File: src/rtl/core/ms_pkg.sv
// Shared types and constants for the merge sorter.
package ms_pkg;

    localparam int DATA_W = 32;

    typedef logic signed [DATA_W-1:0] data_t;

endpackage

File: src/rtl/core/ms_ram.sv
// Generic simple dual-port RAM: one write port, one read port, registered read.
module ms_ram #(
    parameter int WIDTH = 32,
    parameter int DEPTH = 64
) (
    input  logic                     clk,
    input  logic                     we,
    input  logic [$clog2(DEPTH)-1:0] waddr,
    input  logic [WIDTH-1:0]         wdata,
    input  logic                     re,
    input  logic [$clog2(DEPTH)-1:0] raddr,
    output logic [WIDTH-1:0]         rdata
);

    logic [WIDTH-1:0] mem_reg [DEPTH];
    logic [WIDTH-1:0] rdata_reg;

    always_ff @(posedge clk)
    begin
        if (we)
        begin
            mem_reg[waddr] <= wdata;
        end
        if (re)
        begin
            rdata_reg <= mem_reg[raddr];
        end
    end

    assign rdata = rdata_reg;

endmodule

File: src/rtl/core/merge_sorter.sv
// Merge sorter top level: list load, bottom-up merge passes over two RAMs, sorted emit.
//
// A list of signed 32-bit values is loaded one transaction per cycle into
// buffer A, the final transaction marked by last; transactions beyond
// MAX_ELEMENTS are dropped and reported on overflowed with every result of
// that list. After the last transaction the block stops taking input and
// sorts with bottom-up merge passes that ping-pong between buffer A and
// buffer B (ties go to the left run, so the sort is stable), then emits the
// sorted values in ascending order with last_out on the final one. A list of
// n elements takes ceil(log2 n) passes; in each pass every run pair is set up
// and both run heads are read, then for each element a refilled head is
// captured and one element is written, and the pass is closed. Every element
// goes through the single registered read port of the source buffer before it
// is compared and written. Results then leave at one per cycle while the
// consumer keeps result_ready high. Input is taken again as soon as the final
// result sits in the output register. The buffers need no clearing after
// reset: only entries written for the current list are read.
module merge_sorter #(
    parameter int MAX_ELEMENTS = 64
) (
    input  logic                clk,
    input  logic                rst_n,
    // input item channel
    input  logic                item_valid,
    output logic                item_ready,
    input  ms_pkg::data_t       value,
    input  logic                last,
    // result channel
    output logic                result_valid,
    input  logic                result_ready,
    output ms_pkg::data_t       sorted_value,
    output logic                last_out,
    output logic                overflowed
);

    localparam int AW = $clog2(MAX_ELEMENTS);
    localparam int CW = $clog2(MAX_ELEMENTS + 1);

    localparam logic [CW-1:0] CNT_ONE = CW'(1);
    localparam logic [CW-1:0] CNT_MAX = CW'(MAX_ELEMENTS);

    // sequencer states
    localparam logic [2:0] ST_LOAD  = 3'd0;  // taking list transactions
    localparam logic [2:0] ST_PAIR  = 3'd1;  // set up next run pair or close pass
    localparam logic [2:0] ST_FA    = 3'd2;  // read left run head
    localparam logic [2:0] ST_FB    = 3'd3;  // capture left head, read right head
    localparam logic [2:0] ST_CAP   = 3'd4;  // capture refilled head
    localparam logic [2:0] ST_MERGE = 3'd5;  // compare heads, write one element
    localparam logic [2:0] ST_EMRD  = 3'd6;  // read first sorted element
    localparam logic [2:0] ST_EMIT  = 3'd7;  // stream sorted elements out

    logic [2:0]    state_reg, state_next;
    logic [CW-1:0] count_reg, count_next;      // elements stored for this list
    logic          ovf_reg, ovf_next;          // a transaction was dropped
    logic [CW-1:0] n_reg, n_next;              // list length being sorted
    logic [CW:0]   width_reg, width_next;      // run width of current pass
    logic          src_sel_reg, src_sel_next;  // 0: A is source, 1: B is source
    logic [CW-1:0] lo_reg, lo_next;
    logic [CW-1:0] mid_reg, mid_next;
    logic [CW-1:0] hi_reg, hi_next;
    logic [CW-1:0] a_reg, a_next;              // left run read pointer
    logic [CW-1:0] b_reg, b_next;              // right run read pointer
    logic [CW-1:0] k_reg, k_next;              // write pointer / emit index
    logic          cap_b_reg, cap_b_next;      // refill goes to right head
    ms_pkg::data_t va_reg, va_next;            // left run head
    ms_pkg::data_t vb_reg, vb_next;            // right run head

    // output register
    logic          rv_reg, rv_next;
    ms_pkg::data_t out_val_reg, out_val_next;
    logic          out_last_reg, out_last_next;
    logic          out_ovf_reg, out_ovf_next;

    // memory side
    logic          rd_en;
    logic [CW-1:0] rd_addr;
    logic          wr_load;
    logic          wr_merge;
    ms_pkg::data_t merge_data;
    ms_pkg::data_t rd_a, rd_b, rd_src;
    logic          ram_a_we, ram_b_we;
    logic [AW-1:0] ram_a_waddr;
    ms_pkg::data_t ram_a_wdata;

    // merge datapath
    logic          a_left, b_left, take_a;
    logic          item_acc;
    logic          has_room;
    logic [CW-1:0] count_inc;
    logic [CW+1:0] sum_mid, sum_hi, n_ext;
    logic [CW:0]   width_dbl;
    logic          load_out;

    assign item_ready = (state_reg == ST_LOAD);
    assign item_acc   = item_valid && item_ready;
    assign has_room   = (count_reg < CNT_MAX);
    assign count_inc  = has_room ? (count_reg + CNT_ONE) : count_reg;

    assign a_left     = (a_reg < mid_reg);
    assign b_left     = (b_reg < hi_reg);
    assign take_a     = a_left && (!b_left || (va_reg <= vb_reg));
    assign merge_data = take_a ? va_reg : vb_reg;

    assign sum_mid   = {2'b00, lo_reg} + {1'b0, width_reg};
    assign sum_hi    = {2'b00, lo_reg} + {width_reg, 1'b0};
    assign n_ext     = {2'b00, n_reg};
    assign width_dbl = {width_reg[CW-1:0], 1'b0};

    assign load_out  = (state_reg == ST_EMIT) && (!rv_reg || result_ready);

    assign rd_src = src_sel_reg ? rd_b : rd_a;

    always_comb
    begin
        state_next   = state_reg;
        count_next   = count_reg;
        ovf_next     = ovf_reg;
        n_next       = n_reg;
        width_next   = width_reg;
        src_sel_next = src_sel_reg;
        lo_next      = lo_reg;
        mid_next     = mid_reg;
        hi_next      = hi_reg;
        a_next       = a_reg;
        b_next       = b_reg;
        k_next       = k_reg;
        cap_b_next   = cap_b_reg;
        va_next      = va_reg;
        vb_next      = vb_reg;
        rd_en        = 1'b0;
        rd_addr      = a_reg;
        wr_load      = 1'b0;
        wr_merge     = 1'b0;

        unique case (state_reg)
            ST_LOAD:
            begin
                if (item_acc)
                begin
                    wr_load    = has_room;
                    count_next = count_inc;
                    if (!has_room)
                    begin
                        ovf_next = 1'b1;
                    end
                    if (last)
                    begin
                        n_next       = count_inc;
                        width_next   = (CW+1)'(1);
                        lo_next      = '0;
                        src_sel_next = 1'b0;
                        state_next   = (count_inc == CNT_ONE) ? ST_EMRD : ST_PAIR;
                    end
                end
            end
            ST_PAIR:
            begin
                if (lo_reg >= n_reg)
                begin
                    // pass done: the written buffer becomes the source
                    src_sel_next = !src_sel_reg;
                    width_next   = width_dbl;
                    lo_next      = '0;
                    if (width_dbl >= {1'b0, n_reg})
                    begin
                        state_next = ST_EMRD;
                    end
                end
                else
                begin
                    mid_next   = (sum_mid > n_ext) ? n_reg : sum_mid[CW-1:0];
                    hi_next    = (sum_hi > n_ext) ? n_reg : sum_hi[CW-1:0];
                    a_next     = lo_reg;
                    b_next     = (sum_mid > n_ext) ? n_reg : sum_mid[CW-1:0];
                    k_next     = lo_reg;
                    state_next = ST_FA;
                end
            end
            ST_FA:
            begin
                rd_en      = 1'b1;
                rd_addr    = a_reg;
                state_next = ST_FB;
            end
            ST_FB:
            begin
                va_next    = rd_src;
                rd_en      = b_left;
                rd_addr    = b_reg;
                cap_b_next = 1'b1;
                state_next = ST_CAP;
            end
            ST_CAP:
            begin
                if (cap_b_reg)
                begin
                    vb_next = rd_src;
                end
                else
                begin
                    va_next = rd_src;
                end
                state_next = ST_MERGE;
            end
            ST_MERGE:
            begin
                wr_merge = 1'b1;
                k_next   = k_reg + CNT_ONE;
                if (take_a)
                begin
                    a_next     = a_reg + CNT_ONE;
                    rd_addr    = a_reg + CNT_ONE;
                    rd_en      = ((a_reg + CNT_ONE) < mid_reg);
                    cap_b_next = 1'b0;
                end
                else
                begin
                    b_next     = b_reg + CNT_ONE;
                    rd_addr    = b_reg + CNT_ONE;
                    rd_en      = ((b_reg + CNT_ONE) < hi_reg);
                    cap_b_next = 1'b1;
                end
                if ((k_reg + CNT_ONE) == hi_reg)
                begin
                    lo_next    = hi_reg;
                    state_next = ST_PAIR;
                end
                else
                begin
                    state_next = ST_CAP;
                end
            end
            ST_EMRD:
            begin
                rd_en      = 1'b1;
                rd_addr    = '0;
                k_next     = '0;
                state_next = ST_EMIT;
            end
            ST_EMIT:
            begin
                if (load_out)
                begin
                    if ((k_reg + CNT_ONE) == n_reg)
                    begin
                        // final result registered; next list may start loading
                        count_next = '0;
                        ovf_next   = 1'b0;
                        state_next = ST_LOAD;
                    end
                    else
                    begin
                        k_next  = k_reg + CNT_ONE;
                        rd_en   = 1'b1;
                        rd_addr = k_reg + CNT_ONE;
                    end
                end
            end
            default:
            begin
                state_next = ST_LOAD;
            end
        endcase
    end

    // output register: while emitting, refilled whenever it is empty or being drained
    always_comb
    begin
        rv_next       = rv_reg;
        out_val_next  = out_val_reg;
        out_last_next = out_last_reg;
        out_ovf_next  = out_ovf_reg;
        if (load_out)
        begin
            rv_next       = 1'b1;
            out_val_next  = rd_src;
            out_last_next = ((k_reg + CNT_ONE) == n_reg);
            out_ovf_next  = ovf_reg;
        end
        else if (result_ready)
        begin
            rv_next = 1'b0;
        end
    end

    always_ff @(posedge clk or negedge rst_n)
    begin
        if (!rst_n)
        begin
            state_reg   <= ST_LOAD;
            count_reg   <= '0;
            ovf_reg     <= 1'b0;
            rv_reg      <= 1'b0;
            src_sel_reg <= 1'b0;
            cap_b_reg   <= 1'b0;
        end
        else
        begin
            state_reg   <= state_next;
            count_reg   <= count_next;
            ovf_reg     <= ovf_next;
            rv_reg      <= rv_next;
            src_sel_reg <= src_sel_next;
            cap_b_reg   <= cap_b_next;
        end
    end

    always_ff @(posedge clk)
    begin
        n_reg        <= n_next;
        width_reg    <= width_next;
        lo_reg       <= lo_next;
        mid_reg      <= mid_next;
        hi_reg       <= hi_next;
        a_reg        <= a_next;
        b_reg        <= b_next;
        k_reg        <= k_next;
        va_reg       <= va_next;
        vb_reg       <= vb_next;
        out_val_reg  <= out_val_next;
        out_last_reg <= out_last_next;
        out_ovf_reg  <= out_ovf_next;
    end

    // A takes the load stream and results of passes that read B; B takes results of passes that read A
    assign ram_a_we    = wr_load || (wr_merge && src_sel_reg);
    assign ram_a_waddr = wr_load ? count_reg[AW-1:0] : k_reg[AW-1:0];
    assign ram_a_wdata = wr_load ? value : merge_data;
    assign ram_b_we    = wr_merge && !src_sel_reg;

    ms_ram #(
        .WIDTH (ms_pkg::DATA_W),
        .DEPTH (MAX_ELEMENTS)
    ) u_buf_a (
        .clk   (clk),
        .we    (ram_a_we),
        .waddr (ram_a_waddr),
        .wdata (ram_a_wdata),
        .re    (rd_en && !src_sel_reg),
        .raddr (rd_addr[AW-1:0]),
        .rdata (rd_a)
    );

    ms_ram #(
        .WIDTH (ms_pkg::DATA_W),
        .DEPTH (MAX_ELEMENTS)
    ) u_buf_b (
        .clk   (clk),
        .we    (ram_b_we),
        .waddr (k_reg[AW-1:0]),
        .wdata (merge_data),
        .re    (rd_en && src_sel_reg),
        .raddr (rd_addr[AW-1:0]),
        .rdata (rd_b)
    );

    assign result_valid = rv_reg;
    assign sorted_value = out_val_reg;
    assign last_out     = out_last_reg;
    assign overflowed   = out_ovf_reg;

`ifndef SYNTHESIS
    // store never holds more than its capacity
    a_count_bound: assert property (@(posedge clk) disable iff (!rst_n)
        count_reg <= CNT_MAX)
        else $error("element count beyond capacity");

    // a merge step always has an element left to take, inside its run pair
    a_merge_has_data: assert property (@(posedge clk) disable iff (!rst_n)
        (state_reg == ST_MERGE) |-> ((a_left || b_left) && (k_reg < hi_reg)))
        else $error("merge step with both runs exhausted");

    // emit index stays inside the sorted list
    a_emit_index: assert property (@(posedge clk) disable iff (!rst_n)
        (state_reg == ST_EMIT) |-> (k_reg < n_reg))
        else $error("emit index past list length");

    // a final result is always followed by a return to loading
    a_last_to_load: assert property (@(posedge clk) disable iff (!rst_n)
        (load_out && ((k_reg + CNT_ONE) == n_reg)) |=> (state_reg == ST_LOAD))
        else $error("no return to load after final result");
`endif

endmodule

File: config.mk
export PLATFORM = sky130hd
export DESIGN_NAME = merge_sorter
export DESIGN_NICKNAME = d
export VERILOG_FILES = /design/src/rtl/core/ms_pkg.sv /design/src/rtl/core/ms_ram.sv /design/src/rtl/core/merge_sorter.sv
export SDC_FILE = /design/constraint.sdc
export NUM_CORES = 2
export LEC_CHECK = 0
export BUFFER_PORTS_ARGS = -buffer_cell sky130_fd_sc_hd__buf_2
export CORE_ASPECT_RATIO = 0.5
export CORE_MARGIN = 5
export CORE_UTILIZATION = 45
export CTS_CLUSTER_SIZE = 16
export DETAILED_ROUTE_END_ITERATION = 12
export MAX_ROUTING_LAYER = met4
export PLACE_DENSITY = 0.61
export RECOVER_POWER = 25
export SLEW_MARGIN = 40
export SYNTH_ARGS = -nofsm -noshare
export SYNTH_HDL_FRONTEND = slang
export SYNTH_SLANG_ARGS = --single-unit
File: constraint.sdc
create_clock -name clk -period 9.95 [get_ports clk]
set_input_delay 1.4925 -clock clk [delete_from_list [all_inputs] [get_ports clk]]
set_output_delay 1.4925 -clock clk [all_outputs]
set_load 0.02 [all_outputs]
==> impl_results.rst <==
.. list-table::
   :header-rows: 1

   * - Metric
     - Value
   * - Result of the run
     - complete, but fails checks
   * - Failing checks
     - capacitance limit, slew limit
   * - Crit-path slowest cell
     - sky130_fd_sc_hd__nor3_1
   * - Unrepaired setup endpoints after global routing
     - false
   * - Clock H-tree levels
     - 5
   * - Clock insertion delay at the later pin of the skew report
     - 0.98 ns
   * - Fin area
     - 197,300 µm²
   * - Sum of routed wire length over all layers
     - 585.2 mm
   * - Critical path data required time
     - about 11 ns
   * - Fraction of layout cells with a size suffix above 1
     - 0.1073
   * - Arrival time of data at the critical path endpoint
     - 9.04 ns
   * - Proportion of synthesized flip-flops having asynchronous set or reset
     - 0.003234
   * - Placed instance area
     - roughly 180,000 µm²
   * - Standard-cell rows
     - 162
   * - Post-CTS clock slew at the launch and capture registers of the worst setup and hold paths
     - about 0.07 ns
   * - Hold Path Class
     - register to register
   * - Setup TNS
     - 0 ns
   * - Number of distinct standard cells referenced by the synthesized netlist
     - 86
   * - Clock tree from TritonCTS
     - done
   * - Sum of net half-perimeters after detailed placement
     - 332.9 mm
   * - Portion of the clock cycle consumed by the worst path in the final layout
     - 0.8399
   * - Quantity of I/O buffers inserted on ports
     - 72
   * - Final max-slew violation count
     - 2,008
   * - Number of remaining DRC errors
     - 0
   * - Fmax
     - 119.7 MHz
   * - Antenna-violating nets left
     - 0
   * - Die area
     - 402,800 µm²
   * - Number of antenna violations at the first check in global routing
     - 57
   * - Min setup slack post-route
     - 1.593 ns
   * - Total clock buffers created by CTS
     - 392
   * - Final worst path period need
     - 8.357 ns
   * - Die Width
     - 892.6 µm
   * - Critical-path cell list
     - inv_1 > ha_1 > o211a_1 > nand2_1 > o21ai_0 > a21oi_1 > o211a_1 > nor3_1 > a211o_4 > buf_4 > buf_4 > buf_4 > nand2_1 > nand3_1 > a21oi_1 > or4_1 > a32oi_1
   * - Post-CTS Hold Fix Bufs
     - 0
   * - Clock root buffer
     - sky130_fd_sc_hd__clkbuf_16
   * - Post-Place Setup Slack
     - 2.924 ns
   * - Register bit total from synthesis
     - 4,329
   * - Number of top-level pins
     - 73
   * - Clock tree buffer depth
     - 4
   * - Final Setup Violations
     - 0
   * - Starting utilization of the core area
     - 0.4508
   * - Worst-Margin Slew
     - 3.761 ns
   * - # nets final
     - 12,792
   * - Vias in the first global route
     - 104,508
   * - Layout-stage area growth over the synthesis result
     - 12.58%
   * - Maximum number of pins on one net before global-route repair
     - 133
   * - Average via count per standard cell
     - 6.210
   * - Post-synth EDFFs
     - 4,315
   * - Most instantiated flip-flop cell in the synthesis netlist
     - sky130_fd_sc_hd__edfxtp_1
   * - Placer's final routability congestion estimate
     - 0.9594
   * - Warnings, synthesis
     - 0
   * - Number of standard cells after synthesis
     - 12,550
   * - Commonest non-fill, non-tap cells in the layout
     - 4,315 x sky130_fd_sc_hd__edfxtp_1, 2,768 x sky130_fd_sc_hd__nand2_1, 1,360 x sky130_fd_sc_hd__nand3_1, 616 x sky130_fd_sc_hd__mux2i_1, 403 x sky130_fd_sc_hd__clkbuf_16
   * - Number of maximum-capacitance constraint violations
     - 62
   * - Combined global-route utilization of all metal layers
     - 0.2902
   * - Crit path buf inv count
     - 4
   * - Post-CTS Setup Repair Bufs
     - 0
   * - Syn_nets
     - between 10,000 and 15,000
   * - Most common library cell in the layout ignoring fill and taps
     - sky130_fd_sc_hd__edfxtp_1
   * - Final Hold Viols
     - 0
   * - DRT Pass-1 Iters
     - 10
   * - Crit. End Element
     - register
   * - Critical Path Max Stage Delay
     - 1.48 ns
   * - Cell area after synthesis
     - 175,300 µm²
   * - Routed length per placed instance
     - 32.19 µm
   * - CTS Sinks
     - 4,329
   * - Launching element type of the critical path
     - register
   * - Maximum fanout along the worst path
     - 46
   * - Worst hold margin
     - about 0.46 ns
   * - Crit Path Class
     - register to register
   * - Area of the core region
     - 388,800 µm²
   * - Worst Skew
     - between 0.06 and 0.07 ns
   * - Part of the Yosys area used for sequential elements
     - 0.7413
   * - Syn Area/Cell
     - 13.97 µm²
   * - Most common cell type on the critical path
     - sky130_fd_sc_hd__buf_4
   * - Leftover overflow at the end of global routing
     - 0
   * - Via count of the routed design
     - 112,895
   * - Quantity of gates resized following cts
     - 0
   * - CP delay by family, top
     - compound AO/OA/AOI/OAI gates
   * - Detailed router's first-iteration violation count
     - 18,250
   * - Global-route wire length before repair
     - 813.6 mm
   * - Max-Slew Margin vs Limit
     - -1.507
   * - Die Ht
     - 451.3 µm
## metrics by stage
stage | utilization | cells
floorplan | - | 12550
global placement | 0.4727 | 17385
detailed placement | 0.4749 | 17416
CTS | 0.5075 | 18115
global route | 0.5075 | 18169
finish | 0.5076 | 18180
## Yosys cell counts (118+ instances only)
| master | n | share of area |
|---|---|---|
| sky130_fd_sc_hd__nor2_1 | 323 | 0.0069 |
| sky130_fd_sc_hd__a211oi_1 | 333 | 0.014 |
| sky130_fd_sc_hd__nand2_1 | 2786 | 0.060 |
| sky130_fd_sc_hd__nand3_1 | 1362 | 0.039 |
| sky130_fd_sc_hd__clkbuf_1 | 317 | 0.0068 |
| sky130_fd_sc_hd__a311oi_1 | 118 | 0.0059 |
| sky130_fd_sc_hd__a21oi_1 | 288 | 0.0082 |
| sky130_fd_sc_hd__inv_1 | 236 | 0.0051 |
| sky130_fd_sc_hd__edfxtp_1 | 4315 | 0.74 |
| sky130_fd_sc_hd__mux2i_1 | 617 | 0.035 |
| sky130_fd_sc_hd__a31oi_1 | 292 | 0.010 |
| sky130_fd_sc_hd__buf_2 | 326 | 0.0093 |
## worst reg2reg max path, cell delays in order (launching register included)
cell and delay (ns):
sky130_fd_sc_hd__edfxtp_1 0.37, sky130_fd_sc_hd__inv_1 0.22, sky130_fd_sc_hd__ha_1 0.22, sky130_fd_sc_hd__o211a_1 0.18
sky130_fd_sc_hd__nand2_1 0.05, sky130_fd_sc_hd__o21ai_0 1.00, sky130_fd_sc_hd__a21oi_1 0.19, sky130_fd_sc_hd__o211a_1 0.28
sky130_fd_sc_hd__nor3_1 1.49, sky130_fd_sc_hd__a211o_4 0.45, sky130_fd_sc_hd__buf_4 0.51, sky130_fd_sc_hd__buf_4 0.69
sky130_fd_sc_hd__buf_4 0.62, sky130_fd_sc_hd__nand2_1 0.15, sky130_fd_sc_hd__nand3_1 0.11, sky130_fd_sc_hd__a21oi_1 0.07
sky130_fd_sc_hd__or4_1 0.77, sky130_fd_sc_hd__a32oi_1 0.75
## final cells by class
cell class	count	area, µm²
clock inverter	216	2305
sequential	4329	129900
multi-input combinational	7169	43010
clock buffer	483	10390
fill	32289	191400
tap	5166	6464
inverter	236	885.9
antenna	55	137.6
timing repair buffer	526	4208
## cells by family (layout without fill, tap and decap cells)
family / after synthesis / count (layout) / synth area share
buffers and inverters: 1052 / 1461 / 0.02753
adders and majority gates: 101 / 101 / 0.007296
xor gates and xnor gates: 43 / 43 / 0.002306
DFF: 4329 / 4329 / 0.7413
muxes: 718 / 718 / 0.04391
AOI/OAI and AO/OA: 1518 / 1518 / 0.06063
other: 0 / 55 / 0
and+or+nand+nor: 4789 / 4789 / 0.1171
## layer usage
layer,share of wire,GRT usage,vias to the layer above
li1,-,-,47385
met1,0.39,0.4000,57333
met2,0.44,0.4201,7080
met3,0.12,0.06840,1097
met4,0.046,0.1121,0
met5,0,-,-
## worst paths after layout
kind,from,endpoint,slack [ns],cells past startpoint
hold reg to reg,ovf_reg,overflowed,0.46,0
setup reg to reg,hi_reg[5],u_buf_a.rdata[16],1.59,17
setup / recovery,hi_reg[5],u_buf_a.rdata[16],1.59,17
max in group asynchronous,rst_n,cap_b_reg,8.80,1
min in group asynchronous,rst_n,result_valid,0.60,1
hold / removal,ovf_reg,overflowed,0.46,0
Power is left out: the tool's default activity adds up to more than one toggle a clock period on the data nets, which glitch-free logic cannot reach.
